===== config.mk =====
export PLATFORM = sky130hd
export DESIGN_NAME = grid_ray_caster_unit_flat
export DESIGN_NICKNAME = d
export VERILOG_FILES = /design/src/rtl/core/grc_pkg.sv /design/src/rtl/core/grc_if.sv /design/src/rtl/core/grc_div.sv /design/src/rtl/core/grc_ctrl.sv /design/src/rtl/core/grc_dp.sv /design/src/rtl/core/grid_ray_caster_unit.sv /design/src/flat_wrapper.sv
export SDC_FILE = /design/constraint.sdc
export NUM_CORES = 2
export LEC_CHECK = 0
export BUFFER_PORTS_ARGS = -buffer_cell sky130_fd_sc_hd__buf_2
export CORE_UTILIZATION = 45
export CTS_CLUSTER_DIAMETER = 100
export DETAILED_ROUTE_END_ITERATION = 8
export PLACE_DENSITY = 0.72
export SYNTH_ARGS = -nofsm -noshare
export SYNTH_HDL_FRONTEND = slang
export SYNTH_SLANG_ARGS = --single-unit

===== constraint.sdc =====
create_clock -name i_clk -period 14.46 [get_ports i_clk]
set_input_delay 0.723 -clock i_clk [delete_from_list [all_inputs] [get_ports i_clk]]
set_output_delay 0.723 -clock i_clk [all_outputs]
set_load 0.05 [all_outputs]

===== src/rtl/core/grc_pkg.sv =====
package grc_pkg;

    localparam int CFG_IDX_W = 3;
    localparam int CFG_DATA_W = 64;
    localparam int DIV_N_W = 43;
    localparam int DIV_D_W = 24;
    localparam int DIV_CNT_W = 6;
    localparam logic [23:0] SAT24 = 24'hFFFFFF;
    localparam logic [17:0] HIT_MAX = 18'h3FFFF;

    typedef enum logic [2:0] {
        CFG_MAP_BITS   = 3'd0,
        CFG_MAP_WIDTH  = 3'd1,
        CFG_MAP_HEIGHT = 3'd2,
        CFG_CELL_LOG2  = 3'd3,
        CFG_MAX_DIST   = 3'd4,
        CFG_WIN_H      = 3'd5,
        CFG_COL_W      = 3'd6
    } t_cfg_idx;

    typedef enum logic [3:0] {
        ST_IDLE,
        ST_DIVX,
        ST_WDX,
        ST_DIVY,
        ST_WDY,
        ST_MULX,
        ST_MULY,
        ST_SETY,
        ST_WALK,
        ST_DIVH,
        ST_WDH,
        ST_HITX,
        ST_HITY,
        ST_FIN
    } t_state;

    typedef enum logic [3:0] {
        OP_NONE,
        OP_LOAD,
        OP_DIV_X,
        OP_DIV_Y,
        OP_DIV_H,
        OP_LATCH_DX,
        OP_LATCH_DY,
        OP_MUL_LX,
        OP_MUL_LY,
        OP_SET_LY,
        OP_STEP,
        OP_LATCH_H,
        OP_MUL_HX,
        OP_MUL_HY,
        OP_OUT
    } t_op;

    typedef struct packed {
        t_op  op;
        logic div_start;
    } t_cmd;

    typedef struct packed {
        logic in_valid;
        logic div_done;
        logic walk_done;
        logic out_free;
    } t_stat;

endpackage


===== src/rtl/core/grc_if.sv =====
interface grc_ray_if;
    logic               valid;
    logic               ready;
    logic [17:0]        pos_x;
    logic [17:0]        pos_y;
    logic signed [15:0] dir_x;
    logic signed [15:0] dir_y;
    logic [7:0]         ray_index;

    modport source(output valid, pos_x, pos_y, dir_x, dir_y, ray_index, input ready);
    modport sink(input valid, pos_x, pos_y, dir_x, dir_y, ray_index, output ready);
endinterface

interface grc_res_if;
    logic              valid;
    logic              ready;
    logic [7:0]        ray_number;
    logic              hit;
    logic              side;
    logic signed [8:0] cell_x;
    logic signed [8:0] cell_y;
    logic [23:0]       ray_distance;
    logic [17:0]       hit_x;
    logic [17:0]       hit_y;
    logic [10:0]       draw_start;
    logic [10:0]       draw_end;
    logic [15:0]       column_x_start;

    modport source(output valid, ray_number, hit, side, cell_x, cell_y, ray_distance,
                   hit_x, hit_y, draw_start, draw_end, column_x_start, input ready);
    modport sink(input valid, ray_number, hit, side, cell_x, cell_y, ray_distance,
                 hit_x, hit_y, draw_start, draw_end, column_x_start, output ready);
endinterface

interface grc_cfg_if;
    logic        valid;
    logic        ready;
    logic [2:0]  index;
    logic [63:0] data;

    modport source(output valid, index, data, input ready);
    modport sink(input valid, index, data, output ready);
endinterface


===== src/rtl/core/grc_div.sv =====
module grc_div (
    input  logic                          i_clk,
    input  logic                          i_rst_n,
    input  logic                          i_start,
    input  logic [grc_pkg::DIV_N_W-1:0]   i_dividend,
    input  logic [grc_pkg::DIV_D_W-1:0]   i_divisor,
    output logic                          o_done,
    output logic [grc_pkg::DIV_N_W-1:0]   o_quotient
);
    import grc_pkg::*;

    logic                 r_busy;
    logic                 r_done;
    logic [DIV_CNT_W-1:0] r_cnt;
    logic [DIV_D_W-1:0]   r_rem;
    logic [DIV_D_W-1:0]   r_dvs;
    logic [DIV_N_W-1:0]   r_quo;
    logic [DIV_D_W:0]     n_trial;
    logic                 n_ge;

    always_comb begin
        n_trial = {r_rem, r_quo[DIV_N_W-1]};
        n_ge    = n_trial >= {1'b0, r_dvs};
    end

    always_ff @(posedge i_clk) begin
        if (!i_rst_n) begin
            r_busy <= 1'b0;
            r_done <= 1'b0;
            r_cnt  <= '0;
        end else begin
            r_done <= 1'b0;
            if (i_start) begin
                r_busy <= 1'b1;
                r_cnt  <= '0;
            end else if (r_busy) begin
                r_cnt <= r_cnt + 1'b1;
                if (r_cnt == DIV_CNT_W'(DIV_N_W - 1)) begin
                    r_busy <= 1'b0;
                    r_done <= 1'b1;
                end
            end
        end
    end

    always_ff @(posedge i_clk) begin
        if (i_start) begin
            r_rem <= '0;
            r_dvs <= i_divisor;
            r_quo <= i_dividend;
        end else if (r_busy) begin
            r_rem <= n_ge ? DIV_D_W'(n_trial - {1'b0, r_dvs}) : n_trial[DIV_D_W-1:0];
            r_quo <= {r_quo[DIV_N_W-2:0], n_ge};
        end
    end

    assign o_done     = r_done;
    assign o_quotient = r_quo;
endmodule


===== src/rtl/core/grc_ctrl.sv =====
module grc_ctrl (
    input  logic           i_clk,
    input  logic           i_rst_n,
    input  grc_pkg::t_stat i_stat,
    output grc_pkg::t_cmd  o_cmd,
    output logic           o_in_ready
);
    import grc_pkg::*;

    t_state r_state;
    t_state n_state;

    always_ff @(posedge i_clk) begin
        if (!i_rst_n) begin
            r_state <= ST_IDLE;
        end else begin
            r_state <= n_state;
        end
    end

    always_comb begin
        n_state = r_state;
        case (r_state)
            ST_IDLE: if (i_stat.in_valid) n_state = ST_DIVX;
            ST_DIVX: n_state = ST_WDX;
            ST_WDX:  if (i_stat.div_done) n_state = ST_DIVY;
            ST_DIVY: n_state = ST_WDY;
            ST_WDY:  if (i_stat.div_done) n_state = ST_MULX;
            ST_MULX: n_state = ST_MULY;
            ST_MULY: n_state = ST_SETY;
            ST_SETY: n_state = ST_WALK;
            ST_WALK: if (i_stat.walk_done) n_state = ST_DIVH;
            ST_DIVH: n_state = ST_WDH;
            ST_WDH:  if (i_stat.div_done) n_state = ST_HITX;
            ST_HITX: n_state = ST_HITY;
            ST_HITY: n_state = ST_FIN;
            ST_FIN:  if (i_stat.out_free) n_state = ST_IDLE;
            default: n_state = ST_IDLE;
        endcase
    end

    always_comb begin
        o_cmd.op        = OP_NONE;
        o_cmd.div_start = 1'b0;
        o_in_ready      = 1'b0;
        case (r_state)
            ST_IDLE: begin
                o_in_ready = 1'b1;
                if (i_stat.in_valid) o_cmd.op = OP_LOAD;
            end
            ST_DIVX: begin
                o_cmd.op        = OP_DIV_X;
                o_cmd.div_start = 1'b1;
            end
            ST_WDX:  if (i_stat.div_done) o_cmd.op = OP_LATCH_DX;
            ST_DIVY: begin
                o_cmd.op        = OP_DIV_Y;
                o_cmd.div_start = 1'b1;
            end
            ST_WDY:  if (i_stat.div_done) o_cmd.op = OP_LATCH_DY;
            ST_MULX: o_cmd.op = OP_MUL_LX;
            ST_MULY: o_cmd.op = OP_MUL_LY;
            ST_SETY: o_cmd.op = OP_SET_LY;
            ST_WALK: if (!i_stat.walk_done) o_cmd.op = OP_STEP;
            ST_DIVH: begin
                o_cmd.op        = OP_DIV_H;
                o_cmd.div_start = 1'b1;
            end
            ST_WDH:  if (i_stat.div_done) o_cmd.op = OP_LATCH_H;
            ST_HITX: o_cmd.op = OP_MUL_HX;
            ST_HITY: o_cmd.op = OP_MUL_HY;
            ST_FIN:  if (i_stat.out_free) o_cmd.op = OP_OUT;
            default: o_cmd.op = OP_NONE;
        endcase
    end
endmodule


===== src/rtl/core/grc_dp.sv =====
module grc_dp #(
    parameter int MAP_STRIDE = 8
) (
    input  logic                           i_clk,
    input  logic                           i_rst_n,
    input  grc_pkg::t_cmd                  i_cmd,
    output grc_pkg::t_stat                 o_stat,
    input  logic                           i_in_valid,
    input  logic [17:0]                    i_pos_x,
    input  logic [17:0]                    i_pos_y,
    input  logic signed [15:0]             i_dir_x,
    input  logic signed [15:0]             i_dir_y,
    input  logic [7:0]                     i_ray_index,
    input  logic                           i_cfg_we,
    input  logic [grc_pkg::CFG_IDX_W-1:0]  i_cfg_index,
    input  logic [grc_pkg::CFG_DATA_W-1:0] i_cfg_data,
    input  logic                           i_out_ready,
    output logic                           o_out_valid,
    output logic [7:0]                     o_ray_number,
    output logic                           o_hit,
    output logic                           o_side,
    output logic signed [8:0]              o_cell_x,
    output logic signed [8:0]              o_cell_y,
    output logic [23:0]                    o_ray_distance,
    output logic [17:0]                    o_hit_x,
    output logic [17:0]                    o_hit_y,
    output logic [10:0]                    o_draw_start,
    output logic [10:0]                    o_draw_end,
    output logic [15:0]                    o_column_x_start
);
    import grc_pkg::*;

    localparam int XCELLS = 64 / MAP_STRIDE;

    // configuration
    logic [63:0] r_map_bits;
    logic [3:0]  r_map_w;
    logic [3:0]  r_map_h;
    logic [3:0]  r_csl_cfg;
    logic [7:0]  r_max_dist;
    logic [10:0] r_win_h;
    logic [7:0]  r_col_w;

    // ray state
    logic [25:0]        r_sx;
    logic [25:0]        r_sy;
    logic signed [15:0] r_dx;
    logic signed [15:0] r_dy;
    logic [7:0]         r_ridx;
    logic [23:0]        r_ddx;
    logic [23:0]        r_ddy;
    logic [23:0]        r_lx;
    logic [23:0]        r_ly;
    logic signed [11:0] r_cx;
    logic signed [11:0] r_cy;
    logic [23:0]        r_dist;
    logic               r_found;
    logic               r_side;
    logic [41:0]        r_half;
    logic [10:0]        r_ds;
    logic [10:0]        r_de;
    logic [17:0]        r_hx;
    logic signed [42:0] r_prod;

    // output register
    logic               r_ov;
    logic [7:0]         r_o_ridx;
    logic               r_o_hit;
    logic               r_o_side;
    logic [8:0]         r_o_cx;
    logic [8:0]         r_o_cy;
    logic [23:0]        r_o_dist;
    logic [17:0]        r_o_hx;
    logic [17:0]        r_o_hy;
    logic [10:0]        r_o_ds;
    logic [10:0]        r_o_de;
    logic [15:0]        r_o_colx;

    logic [3:0]         n_csl;
    logic [16:0]        n_ax;
    logic [16:0]        n_ay;
    logic [16:0]        n_part_x;
    logic [16:0]        n_part_y;
    logic signed [17:0] n_ma;
    logic signed [24:0] n_mb;
    logic [DIV_N_W-1:0] n_dividend;
    logic [DIV_D_W-1:0] n_divisor;
    logic               n_div_done;
    logic [DIV_N_W-1:0] n_quo;
    logic [23:0]        n_quo_sat;
    logic               n_x_first;
    logic signed [11:0] n_cx;
    logic signed [11:0] n_cy;
    logic [24:0]        n_lx_sum;
    logic [24:0]        n_ly_sum;
    logic [6:0]         n_w_lim;
    logic [3:0]         n_h_lim;
    logic [11:0]        n_bit_idx;
    logic               n_occ;
    logic [23:0]        n_limit;
    logic [42:0]        n_mid;
    logic [42:0]        n_half;
    logic [42:0]        n_sum;
    logic [10:0]        n_ds;
    logic [10:0]        n_de;
    logic [26:0]        n_de_raw;

    function automatic logic [23:0] sat_q16(input logic signed [42:0] p);
        if (p[42:40] != 3'b000) return SAT24;
        return p[39:16];
    endfunction

    function automatic logic [17:0] hit_coord(input logic [25:0] s,
                                              input logic signed [42:0] p,
                                              input logic [3:0] csl);
        logic signed [42:0] total;
        logic [50:0]        shifted;
        total   = $signed({3'b000, s, 14'b0}) + p;
        shifted = 51'(total[41:0]) << csl;
        if (total[42]) return '0;
        if (shifted[50:22] > 29'(HIT_MAX)) return HIT_MAX;
        return shifted[39:22];
    endfunction

    always_ff @(posedge i_clk) begin
        if (!i_rst_n) begin
            r_map_bits <= '0;
            r_map_w    <= 4'd8;
            r_map_h    <= 4'd8;
            r_csl_cfg  <= 4'd6;
            r_max_dist <= 8'd100;
            r_win_h    <= 11'd480;
            r_col_w    <= 8'd8;
        end else if (i_cfg_we) begin
            case (i_cfg_index)
                CFG_MAP_BITS:   r_map_bits <= i_cfg_data;
                CFG_MAP_WIDTH:  r_map_w    <= i_cfg_data[3:0];
                CFG_MAP_HEIGHT: r_map_h    <= i_cfg_data[3:0];
                CFG_CELL_LOG2:  r_csl_cfg  <= i_cfg_data[3:0];
                CFG_MAX_DIST:   r_max_dist <= i_cfg_data[7:0];
                CFG_WIN_H:      r_win_h    <= i_cfg_data[10:0];
                CFG_COL_W:      r_col_w    <= i_cfg_data[7:0];
                default:        ;
            endcase
        end
    end

    always_comb begin
        n_csl    = (r_csl_cfg > 4'd8) ? 4'd8 : r_csl_cfg;
        n_ax     = r_dx[15] ? 17'd0 - {1'b1, r_dx} : {1'b0, r_dx};
        n_ay     = r_dy[15] ? 17'd0 - {1'b1, r_dy} : {1'b0, r_dy};
        n_part_x = r_dx[15] ? {1'b0, r_sx[15:0]} : 17'h10000 - {1'b0, r_sx[15:0]};
        n_part_y = r_dy[15] ? {1'b0, r_sy[15:0]} : 17'h10000 - {1'b0, r_sy[15:0]};
        n_limit  = {r_max_dist, 16'b0};
    end

    // shared divider operands
    always_comb begin
        case (i_cmd.op)
            OP_DIV_X: begin
                n_dividend = DIV_N_W'(1) << 30;
                n_divisor  = DIV_D_W'(n_ax);
            end
            OP_DIV_Y: begin
                n_dividend = DIV_N_W'(1) << 30;
                n_divisor  = DIV_D_W'(n_ay);
            end
            default: begin
                n_dividend = {r_win_h, 32'b0};
                n_divisor  = r_dist;
            end
        endcase
    end

    grc_div u_div (
        .i_clk      (i_clk),
        .i_rst_n    (i_rst_n),
        .i_start    (i_cmd.div_start),
        .i_dividend (n_dividend),
        .i_divisor  (n_divisor),
        .o_done     (n_div_done),
        .o_quotient (n_quo)
    );

    assign n_quo_sat = (n_quo[42:24] != '0) ? SAT24 : n_quo[23:0];

    // shared multiplier operands
    always_comb begin
        case (i_cmd.op)
            OP_MUL_LX: begin
                n_ma = $signed({1'b0, n_part_x});
                n_mb = $signed({1'b0, r_ddx});
            end
            OP_MUL_LY: begin
                n_ma = $signed({1'b0, n_part_y});
                n_mb = $signed({1'b0, r_ddy});
            end
            OP_MUL_HX: begin
                n_ma = 18'(r_dx);
                n_mb = $signed({1'b0, r_dist});
            end
            default: begin
                n_ma = 18'(r_dy);
                n_mb = $signed({1'b0, r_dist});
            end
        endcase
    end

    // one DDA step: cross the nearer boundary, y on a tie
    always_comb begin
        n_x_first = r_lx < r_ly;
        n_cx      = r_cx;
        n_cy      = r_cy;
        if (n_x_first) begin
            n_cx = r_dx[15] ? r_cx - 12'sd1 : r_cx + 12'sd1;
        end else begin
            n_cy = r_dy[15] ? r_cy - 12'sd1 : r_cy + 12'sd1;
        end
        n_lx_sum  = {1'b0, r_lx} + {1'b0, r_ddx};
        n_ly_sum  = {1'b0, r_ly} + {1'b0, r_ddy};
        n_w_lim   = (7'(r_map_w) > 7'(XCELLS)) ? 7'(XCELLS) : 7'(r_map_w);
        n_h_lim   = (r_map_h > 4'(MAP_STRIDE)) ? 4'(MAP_STRIDE) : r_map_h;
        n_bit_idx = 12'(12'(n_cx) * 12'(MAP_STRIDE)) + 12'(n_cy);
        n_occ     = !n_cx[11] && !n_cy[11] && ($unsigned(n_cx) < 12'(n_w_lim)) &&
                    ($unsigned(n_cy) < 12'(n_h_lim)) && r_map_bits[n_bit_idx[5:0]];
    end

    // wall slice rows
    always_comb begin
        n_mid    = 43'({r_win_h[10:1], 16'b0});
        n_half   = {1'b0, r_half};
        n_sum    = n_mid + n_half;
        n_de_raw = n_sum[42:16];
        if (r_win_h == '0) begin
            n_ds = '0;
            n_de = '0;
        end else if (r_dist == '0) begin
            n_ds = '0;
            n_de = r_win_h - 11'd1;
        end else begin
            n_ds = (n_half >= n_mid) ? '0 : 11'((n_mid - n_half) >> 16);
            n_de = (n_de_raw >= 27'(r_win_h)) ? r_win_h - 11'd1 : n_de_raw[10:0];
        end
    end

    always_ff @(posedge i_clk) begin
        case (i_cmd.op)
            OP_LOAD: begin
                r_sx    <= 26'({i_pos_x, 8'b0} >> n_csl);
                r_sy    <= 26'({i_pos_y, 8'b0} >> n_csl);
                r_dx    <= i_dir_x;
                r_dy    <= i_dir_y;
                r_ridx  <= i_ray_index;
                r_cx    <= $signed({2'b00, 10'(({i_pos_x, 8'b0} >> n_csl) >> 16)});
                r_cy    <= $signed({2'b00, 10'(({i_pos_y, 8'b0} >> n_csl) >> 16)});
                r_dist  <= '0;
                r_found <= 1'b0;
                r_side  <= 1'b0;
            end
            OP_LATCH_DX: r_ddx <= (n_ax == '0) ? SAT24 : n_quo_sat;
            OP_LATCH_DY: r_ddy <= (n_ay == '0) ? SAT24 : n_quo_sat;
            OP_MUL_LX:   r_prod <= n_ma * n_mb;
            OP_MUL_LY: begin
                r_lx   <= sat_q16(r_prod);
                r_prod <= n_ma * n_mb;
            end
            OP_SET_LY:   r_ly <= sat_q16(r_prod);
            OP_STEP: begin
                r_cx    <= n_cx;
                r_cy    <= n_cy;
                r_found <= n_occ;
                if (n_x_first) begin
                    r_dist <= r_lx;
                    r_lx   <= n_lx_sum[24] ? SAT24 : n_lx_sum[23:0];
                    r_side <= 1'b0;
                end else begin
                    r_dist <= r_ly;
                    r_ly   <= n_ly_sum[24] ? SAT24 : n_ly_sum[23:0];
                    r_side <= 1'b1;
                end
            end
            OP_LATCH_H:  r_half <= n_quo[42:1];
            OP_MUL_HX: begin
                r_prod <= n_ma * n_mb;
                r_ds   <= n_ds;
                r_de   <= n_de;
            end
            OP_MUL_HY: begin
                r_hx   <= r_found ? hit_coord(r_sx, r_prod, n_csl) : '0;
                r_prod <= n_ma * n_mb;
            end
            default: ;
        endcase
    end

    always_ff @(posedge i_clk) begin
        if (!i_rst_n) begin
            r_ov <= 1'b0;
        end else if (i_cmd.op == OP_OUT) begin
            r_ov <= 1'b1;
        end else if (i_out_ready) begin
            r_ov <= 1'b0;
        end
    end

    always_ff @(posedge i_clk) begin
        if (i_cmd.op == OP_OUT) begin
            r_o_ridx <= r_ridx;
            r_o_hit  <= r_found;
            r_o_side <= r_side;
            r_o_cx   <= r_cx[8:0];
            r_o_cy   <= r_cy[8:0];
            r_o_dist <= r_dist;
            r_o_hx   <= r_hx;
            r_o_hy   <= r_found ? hit_coord(r_sy, r_prod, n_csl) : '0;
            r_o_ds   <= r_ds;
            r_o_de   <= r_de;
            r_o_colx <= r_ridx * r_col_w;
        end
    end

    assign o_stat.in_valid  = i_in_valid;
    assign o_stat.div_done  = n_div_done;
    assign o_stat.walk_done = r_found || (r_dist >= n_limit);
    assign o_stat.out_free  = !r_ov || i_out_ready;

    assign o_out_valid      = r_ov;
    assign o_ray_number     = r_o_ridx;
    assign o_hit            = r_o_hit;
    assign o_side           = r_o_side;
    assign o_cell_x         = $signed(r_o_cx);
    assign o_cell_y         = $signed(r_o_cy);
    assign o_ray_distance   = r_o_dist;
    assign o_hit_x          = r_o_hx;
    assign o_hit_y          = r_o_hy;
    assign o_draw_start     = r_o_ds;
    assign o_draw_end       = r_o_de;
    assign o_column_x_start = r_o_colx;
endmodule


===== src/rtl/core/grid_ray_caster_unit.sv =====
// channel  dir  modport  carries
// i_ray    in   sink     pos_x, pos_y, dir_x, dir_y, ray_index
// o_res    out  source   ray_number .. column_x_start, one per ray
// i_cfg    in   sink     index, data (register write)
//
// A ray goes from request to result through three passes of the restoring divider
// and the DDA walk, which takes one step per cycle.
// i_rst_n is synchronous, active low; configuration registers return to reset values.
// A new ray is taken while the previous result waits in the output register.
// A stalled result holds the unit in its last state until taken.
module grid_ray_caster_unit #(
    parameter int MAP_STRIDE = 8
) (
    input logic  i_clk,
    input logic  i_rst_n,
    grc_ray_if.sink   i_ray,
    grc_res_if.source o_res,
    grc_cfg_if.sink   i_cfg
);
    import grc_pkg::*;

    t_cmd  w_cmd;
    t_stat w_stat;

    assign i_cfg.ready = 1'b1;

    grc_ctrl u_ctrl (
        .i_clk      (i_clk),
        .i_rst_n    (i_rst_n),
        .i_stat     (w_stat),
        .o_cmd      (w_cmd),
        .o_in_ready (i_ray.ready)
    );

    grc_dp #(
        .MAP_STRIDE (MAP_STRIDE)
    ) u_dp (
        .i_clk            (i_clk),
        .i_rst_n          (i_rst_n),
        .i_cmd            (w_cmd),
        .o_stat           (w_stat),
        .i_in_valid       (i_ray.valid),
        .i_pos_x          (i_ray.pos_x),
        .i_pos_y          (i_ray.pos_y),
        .i_dir_x          (i_ray.dir_x),
        .i_dir_y          (i_ray.dir_y),
        .i_ray_index      (i_ray.ray_index),
        .i_cfg_we         (i_cfg.valid),
        .i_cfg_index      (i_cfg.index),
        .i_cfg_data       (i_cfg.data),
        .i_out_ready      (o_res.ready),
        .o_out_valid      (o_res.valid),
        .o_ray_number     (o_res.ray_number),
        .o_hit            (o_res.hit),
        .o_side           (o_res.side),
        .o_cell_x         (o_res.cell_x),
        .o_cell_y         (o_res.cell_y),
        .o_ray_distance   (o_res.ray_distance),
        .o_hit_x          (o_res.hit_x),
        .o_hit_y          (o_res.hit_y),
        .o_draw_start     (o_res.draw_start),
        .o_draw_end       (o_res.draw_end),
        .o_column_x_start (o_res.column_x_start)
    );
endmodule


===== src/flat_wrapper.sv =====
// flat-port wrapper written by rule: the top's interface ports become plain ports
module grid_ray_caster_unit_flat import grc_pkg::*;
#(
    parameter int MAP_STRIDE = 8
)
  (i_clk, i_rst_n, i_ray_valid, i_ray_pos_x, i_ray_pos_y, i_ray_dir_x, i_ray_dir_y, i_ray_ray_index, i_ray_ready, o_res_valid, o_res_ray_number, o_res_hit, o_res_side, o_res_cell_x, o_res_cell_y, o_res_ray_distance, o_res_hit_x, o_res_hit_y, o_res_draw_start, o_res_draw_end, o_res_column_x_start, o_res_ready, i_cfg_valid, i_cfg_index, i_cfg_data, i_cfg_ready);
  grc_ray_if i_ray_i ();
  grc_res_if o_res_i ();
  grc_cfg_if i_cfg_i ();
  input logic i_clk;
  input logic i_rst_n;
  input wire logic [$bits(i_ray_i.valid)-1:0] i_ray_valid;
  input wire logic [$bits(i_ray_i.pos_x)-1:0] i_ray_pos_x;
  input wire logic [$bits(i_ray_i.pos_y)-1:0] i_ray_pos_y;
  input wire logic [$bits(i_ray_i.dir_x)-1:0] i_ray_dir_x;
  input wire logic [$bits(i_ray_i.dir_y)-1:0] i_ray_dir_y;
  input wire logic [$bits(i_ray_i.ray_index)-1:0] i_ray_ray_index;
  output wire logic [$bits(i_ray_i.ready)-1:0] i_ray_ready;
  output wire logic [$bits(o_res_i.valid)-1:0] o_res_valid;
  output wire logic [$bits(o_res_i.ray_number)-1:0] o_res_ray_number;
  output wire logic [$bits(o_res_i.hit)-1:0] o_res_hit;
  output wire logic [$bits(o_res_i.side)-1:0] o_res_side;
  output wire logic [$bits(o_res_i.cell_x)-1:0] o_res_cell_x;
  output wire logic [$bits(o_res_i.cell_y)-1:0] o_res_cell_y;
  output wire logic [$bits(o_res_i.ray_distance)-1:0] o_res_ray_distance;
  output wire logic [$bits(o_res_i.hit_x)-1:0] o_res_hit_x;
  output wire logic [$bits(o_res_i.hit_y)-1:0] o_res_hit_y;
  output wire logic [$bits(o_res_i.draw_start)-1:0] o_res_draw_start;
  output wire logic [$bits(o_res_i.draw_end)-1:0] o_res_draw_end;
  output wire logic [$bits(o_res_i.column_x_start)-1:0] o_res_column_x_start;
  input wire logic [$bits(o_res_i.ready)-1:0] o_res_ready;
  input wire logic [$bits(i_cfg_i.valid)-1:0] i_cfg_valid;
  input wire logic [$bits(i_cfg_i.index)-1:0] i_cfg_index;
  input wire logic [$bits(i_cfg_i.data)-1:0] i_cfg_data;
  output wire logic [$bits(i_cfg_i.ready)-1:0] i_cfg_ready;
  assign i_ray_i.valid = i_ray_valid;
  assign i_ray_i.pos_x = i_ray_pos_x;
  assign i_ray_i.pos_y = i_ray_pos_y;
  assign i_ray_i.dir_x = i_ray_dir_x;
  assign i_ray_i.dir_y = i_ray_dir_y;
  assign i_ray_i.ray_index = i_ray_ray_index;
  assign i_ray_ready = i_ray_i.ready;
  assign o_res_valid = o_res_i.valid;
  assign o_res_ray_number = o_res_i.ray_number;
  assign o_res_hit = o_res_i.hit;
  assign o_res_side = o_res_i.side;
  assign o_res_cell_x = o_res_i.cell_x;
  assign o_res_cell_y = o_res_i.cell_y;
  assign o_res_ray_distance = o_res_i.ray_distance;
  assign o_res_hit_x = o_res_i.hit_x;
  assign o_res_hit_y = o_res_i.hit_y;
  assign o_res_draw_start = o_res_i.draw_start;
  assign o_res_draw_end = o_res_i.draw_end;
  assign o_res_column_x_start = o_res_i.column_x_start;
  assign o_res_i.ready = o_res_ready;
  assign i_cfg_i.valid = i_cfg_valid;
  assign i_cfg_i.index = i_cfg_index;
  assign i_cfg_i.data = i_cfg_data;
  assign i_cfg_ready = i_cfg_i.ready;
  grid_ray_caster_unit #(.MAP_STRIDE(MAP_STRIDE)) u_core (.i_clk(i_clk), .i_rst_n(i_rst_n), .i_ray(i_ray_i), .o_res(o_res_i), .i_cfg(i_cfg_i));
endmodule

==> impl_metrics.py <==
metrics = {
    "synth": {
        "synth-compound-area-share_pct": 13.7,
        "synth-async-reset-ratio_pct": 0,
        "syn-cell-area_um2": 56400,
        "synth_cell_types": 100,
        "synth_xor_area_share_pct": 3.74,
        "synth_edf_count": 542,
        "synth_top_family_by_area": "adder cells",
        "synth_mux_area_share_pct": 3.90,
        "ys_warn_count": 0,
        "synth_fa_ha_area_share_pct": 23.1,
        "synthSimpleGateAreaFrac_pct": 15.4,
        "syn_area_per_cell_um2": 9.36,
        "ys_dominant_reg_cell": "edfxtp_1",
        "yosys_register_bits": 682,
        "ys_seq_area_share_pct": 33.8,
        "netlist_instances": 6029,
        "synth_nets": 6979,
    },
    "detailed_routing": {
        "drc": 14,
        "drt-initial-drc-count": 4306,
        "post_drt_wl_per_cell_um": 22.1,
        "vias": 45700,
        "vias_per_cell": 5.79,
        "ant_nets": 0,
        "routed_wl_um": 175000,
        "firstDrtPassIters": 9,
    },
    "timing": {
        "drv_slew": 0,
        "finalHoldViolations": 0,
        "setup_violations": 0,
        "clock.fmax_mhz": 99.3,
        "rsz0062_at_grt": "no",
        "finalClockSkew_ns": 0.0464,
        "tightest_slew_ns": 1.31,
        "setup-tns-final_ns": 0,
        "slew_headroom_pct": 12.4,
        "period_share_pct": 69.7,
        "period_minus_slack_ns": 10.07,
    },
    "worst_hold_path": {
        "hold_path.class": "in -> reg",
        "hold_end": "u_core.u_dp.r_dx[15]$_DFFE_PN_",
        "worstHoldPathCells": 1,
        "hp-start": "i_ray_dir_x[15]",
    },
    "place": {
        "io_buffer_count": 275,
        "gp_congestion": 1.02,
        "place_hpwl_um": 135000,
    },
    "die": {
        "core_um2": 124000,
        "chipHeight_um": 356,
        "io-pin-count": 277,
        "initial_core_util_pct": 45.5,
        "die_x_um": 356,
        "rows": 129,
        "die-area_um2": 127000,
    },
    "cts": {
        "clock_latency_ns": 0.71,
        "clkTransAtPathRegs_ns": 0.06,
        "numCtsBuffers": 79,
        "post-cts-setup-buffers": 0,
        "clockBufferDepth": 3,
        "ctsHtreeMaxLevel": 3,
        "ctsHoldBuffers": 0,
        "post_cts_resized": 0,
        "cts_tree": "done",
        "cts-root-buf": "clkbuf_16",
        "cts.sinks": 682,
    },
    "worst_setup_path": {
        "ff2ff_path_depth": 30,
        "start_kind": "flip-flop",
        "crit_family": "adder cells",
        "cp_max_fo": 22,
        "path_class": "reg -> reg",
        "critPathRequiredTime_ns": 14.91,
        "timing.rr.start": "u_core.u_ctrl.r_state[0]$_SDFFE_PN0P_",
        "crit_top_cell": "fa_1",
        "crit_arrival_ns": 10.52,
        "crit_path_max_incr_delay_ns": 0.81,
        "rrSetupSlack_ns": 4.39,
        "crit_slowest_cell": "dfxtp_1",
        "crit_buf_inv": 5,
        "crit_path_end_kind": "flip-flop",
        "r2r_end": "u_core.u_dp.r_prod[36]$_DFFE_PP_",
    },
    "outcome": {
        "violations": "design-rule violations",
        "outcome": "complete, but fails checks",
    },
    "global_route": {
        "grt_usage_pct": 27.5,
        "antenna_found_initial": 5,
        "use_met1_pct": 35.8,
        "grt.busiest_layer": "met2",
        "use_met3_pct": 6.69,
        "grt_overflow": 0,
        "grt_max_degree": 79,
        "grt_pass1_wl_um": 267000,
        "globalRouteMet2Util_pct": 42.9,
        "grt_pass1_vias": 45300,
    },
    "final_layout": {
        "fillers": 11400,
        "layout_common_cells": "nand2_1, inv_1, edfxtp_1",
        "mostFrequentLayoutCell": "nand2_1",
        "nNetsFinal": 7132,
        "syn_to_final_growth_pct": 10.3,
        "drive_above_1_share_pct": 10.2,
    },
    "run": {
        "drv_cap": 0,
    },
}
-- final cells by class --
cell class / instances / area (um^2) / share of cell area (%)
sequential: 682 / 19100 / 30.7
timing repair buffer: 344 / 1890 / 3.04
clock buffer: 92 / 2060 / 3.30
inverter: 666 / 2500 / 4.02
clock inverter: 52 / 678 / 1.09
tap: 1637 / 2050 / 3.29
multi-input combinational: 4409 / 33900 / 54.6
antenna: 7 / 17.5 / 0.0281
-- worst reg2reg max path, delay by kind of cell (launching register included) --
family / cells / cell delay [ns]
fa+ha+maj: 7 / 3.38
flops: 1 / 0.81
buf+inv: 5 / 0.62
simple gates: 7 / 1.65
compound gates: 10 / 3.22
xor+xnor: 1 / 0.14
-- stage by stage --
stage / setup slack, ns / utilization [%] / instances / area [um^2] / hold WS [ns]
final: 4.39 / 50.2 / 7889 / 62200 / 0.202
after global routing: 3.83 / 50.2 / 7886 / 62200 / 0.171
after CTS: 4.51 / 50.2 / 7882 / 62200 / 0.161
after detailed placement: 4.57 / 48.0 / 7738 / 59500 / 0.405
after global placement: 4.78 / 48.0 / 7738 / 59500 / 0.405
after floorplan: 4.35 / - / 6029 / 56400 / 0.400
-- routing by layer --
metal	routed length (um)	part of all wire [%]
met3	17400	10
met4	9480	5.4
met2	78000	45
met5	19	0.011
met1	69600	40
-- logic make-up (layout without fill, tap and decap cells) --
kind of cell    count (synthesis)  after routing
fa+ha+maj                     802            802
compound gates               1205           1205
xor+xnor                      240            240
other cells                     1              8
simple gates                 1947           1947
buf+inv                       938           1154
mux                           214            214
flops                         682            682
-- state kept, by name, summed over array words and instances (netlist names), 18 cells and up --
register                      flops
u_core.u_dp.o_hit_x              18
u_core.u_dp.o_hit_y              18
u_core.u_dp.o_ray_distance       24
u_core.u_dp.r_ddx                24
u_core.u_dp.r_ddy                24
u_core.u_dp.r_dist               24
u_core.u_dp.r_half               42
u_core.u_dp.r_hx                 18
u_core.u_dp.r_lx                 24
u_core.u_dp.r_ly                 24
u_core.u_dp.r_map_bits           64
u_core.u_dp.r_prod               29
u_core.u_dp.r_sx                 26
u_core.u_dp.r_sy                 26
u_core.u_dp.u_div.o_quotient     43
u_core.u_dp.u_div.r_dvs          24
u_core.u_dp.u_div.r_rem          24
-- Yosys cell counts, types with 24 or more instances --
library cell  count  area, um^2
a21oi_1         386        1930
a21o_1           66         495
nand3_1          58         290
a31oi_1          39         244
nor2_1          515        1930
xnor2_1         150        1310
mux2i_1         185        1850
nor4_1           40         250
xor2_1           89         780
nand4_1          38         238
a21boi_0         91         683
o211ai_1         34         255
nand2_1         839        3150
o21ai_0         222        1110
a22o_1           24         210
buf_1            24        90.1
mux2_2           27         304
and2_1          119         744
or2_2            66         413
dfxtp_1         140        2800
nand2b_1         54         338
fa_1            396        7930
nor3_1           77         385
and3_1           26         163
edfxtp_1        542       16300
a22oi_1          33         248
inv_1           662        2480
nor2b_1          49         307
ha_1            406        5080
a211oi_1         53         398
o21a_1           42         315
or3_1            29         181
clkbuf_1        232         871
-- worst max-delay path by stage --
stage / from / to / slack, ns / cells past startpoint
final: u_core.u_ctrl.r_state[0]$_SDFFE_PN0P_ / u_core.u_dp.r_prod[36]$_DFFE_PP_ / 4.39 / 30
after global routing: u_core.u_ctrl.r_state[0]$_SDFFE_PN0P_ / u_core.u_dp.r_prod[36]$_DFFE_PP_ / 3.83 / 30
after CTS: u_core.u_ctrl.r_state[0]$_SDFFE_PN0P_ / u_core.u_dp.r_prod[36]$_DFFE_PP_ / 4.51 / 30
after detailed placement: u_core.u_ctrl.r_state[0]$_SDFFE_PN0P_ / u_core.u_dp.r_prod[36]$_DFFE_PP_ / 4.57 / 30
after global placement: u_core.u_ctrl.r_state[0]$_SDFFE_PN0P_ / u_core.u_dp.r_prod[36]$_DFFE_PP_ / 4.78 / 30
after floorplan: o_res_ready / u_core.u_dp.o_cell_x[0]$_DFFE_PP_ / 4.35 / 2
Power is not shown: default switching activity piles up to over one toggle a cycle in this logic, so the estimate is an artifact.
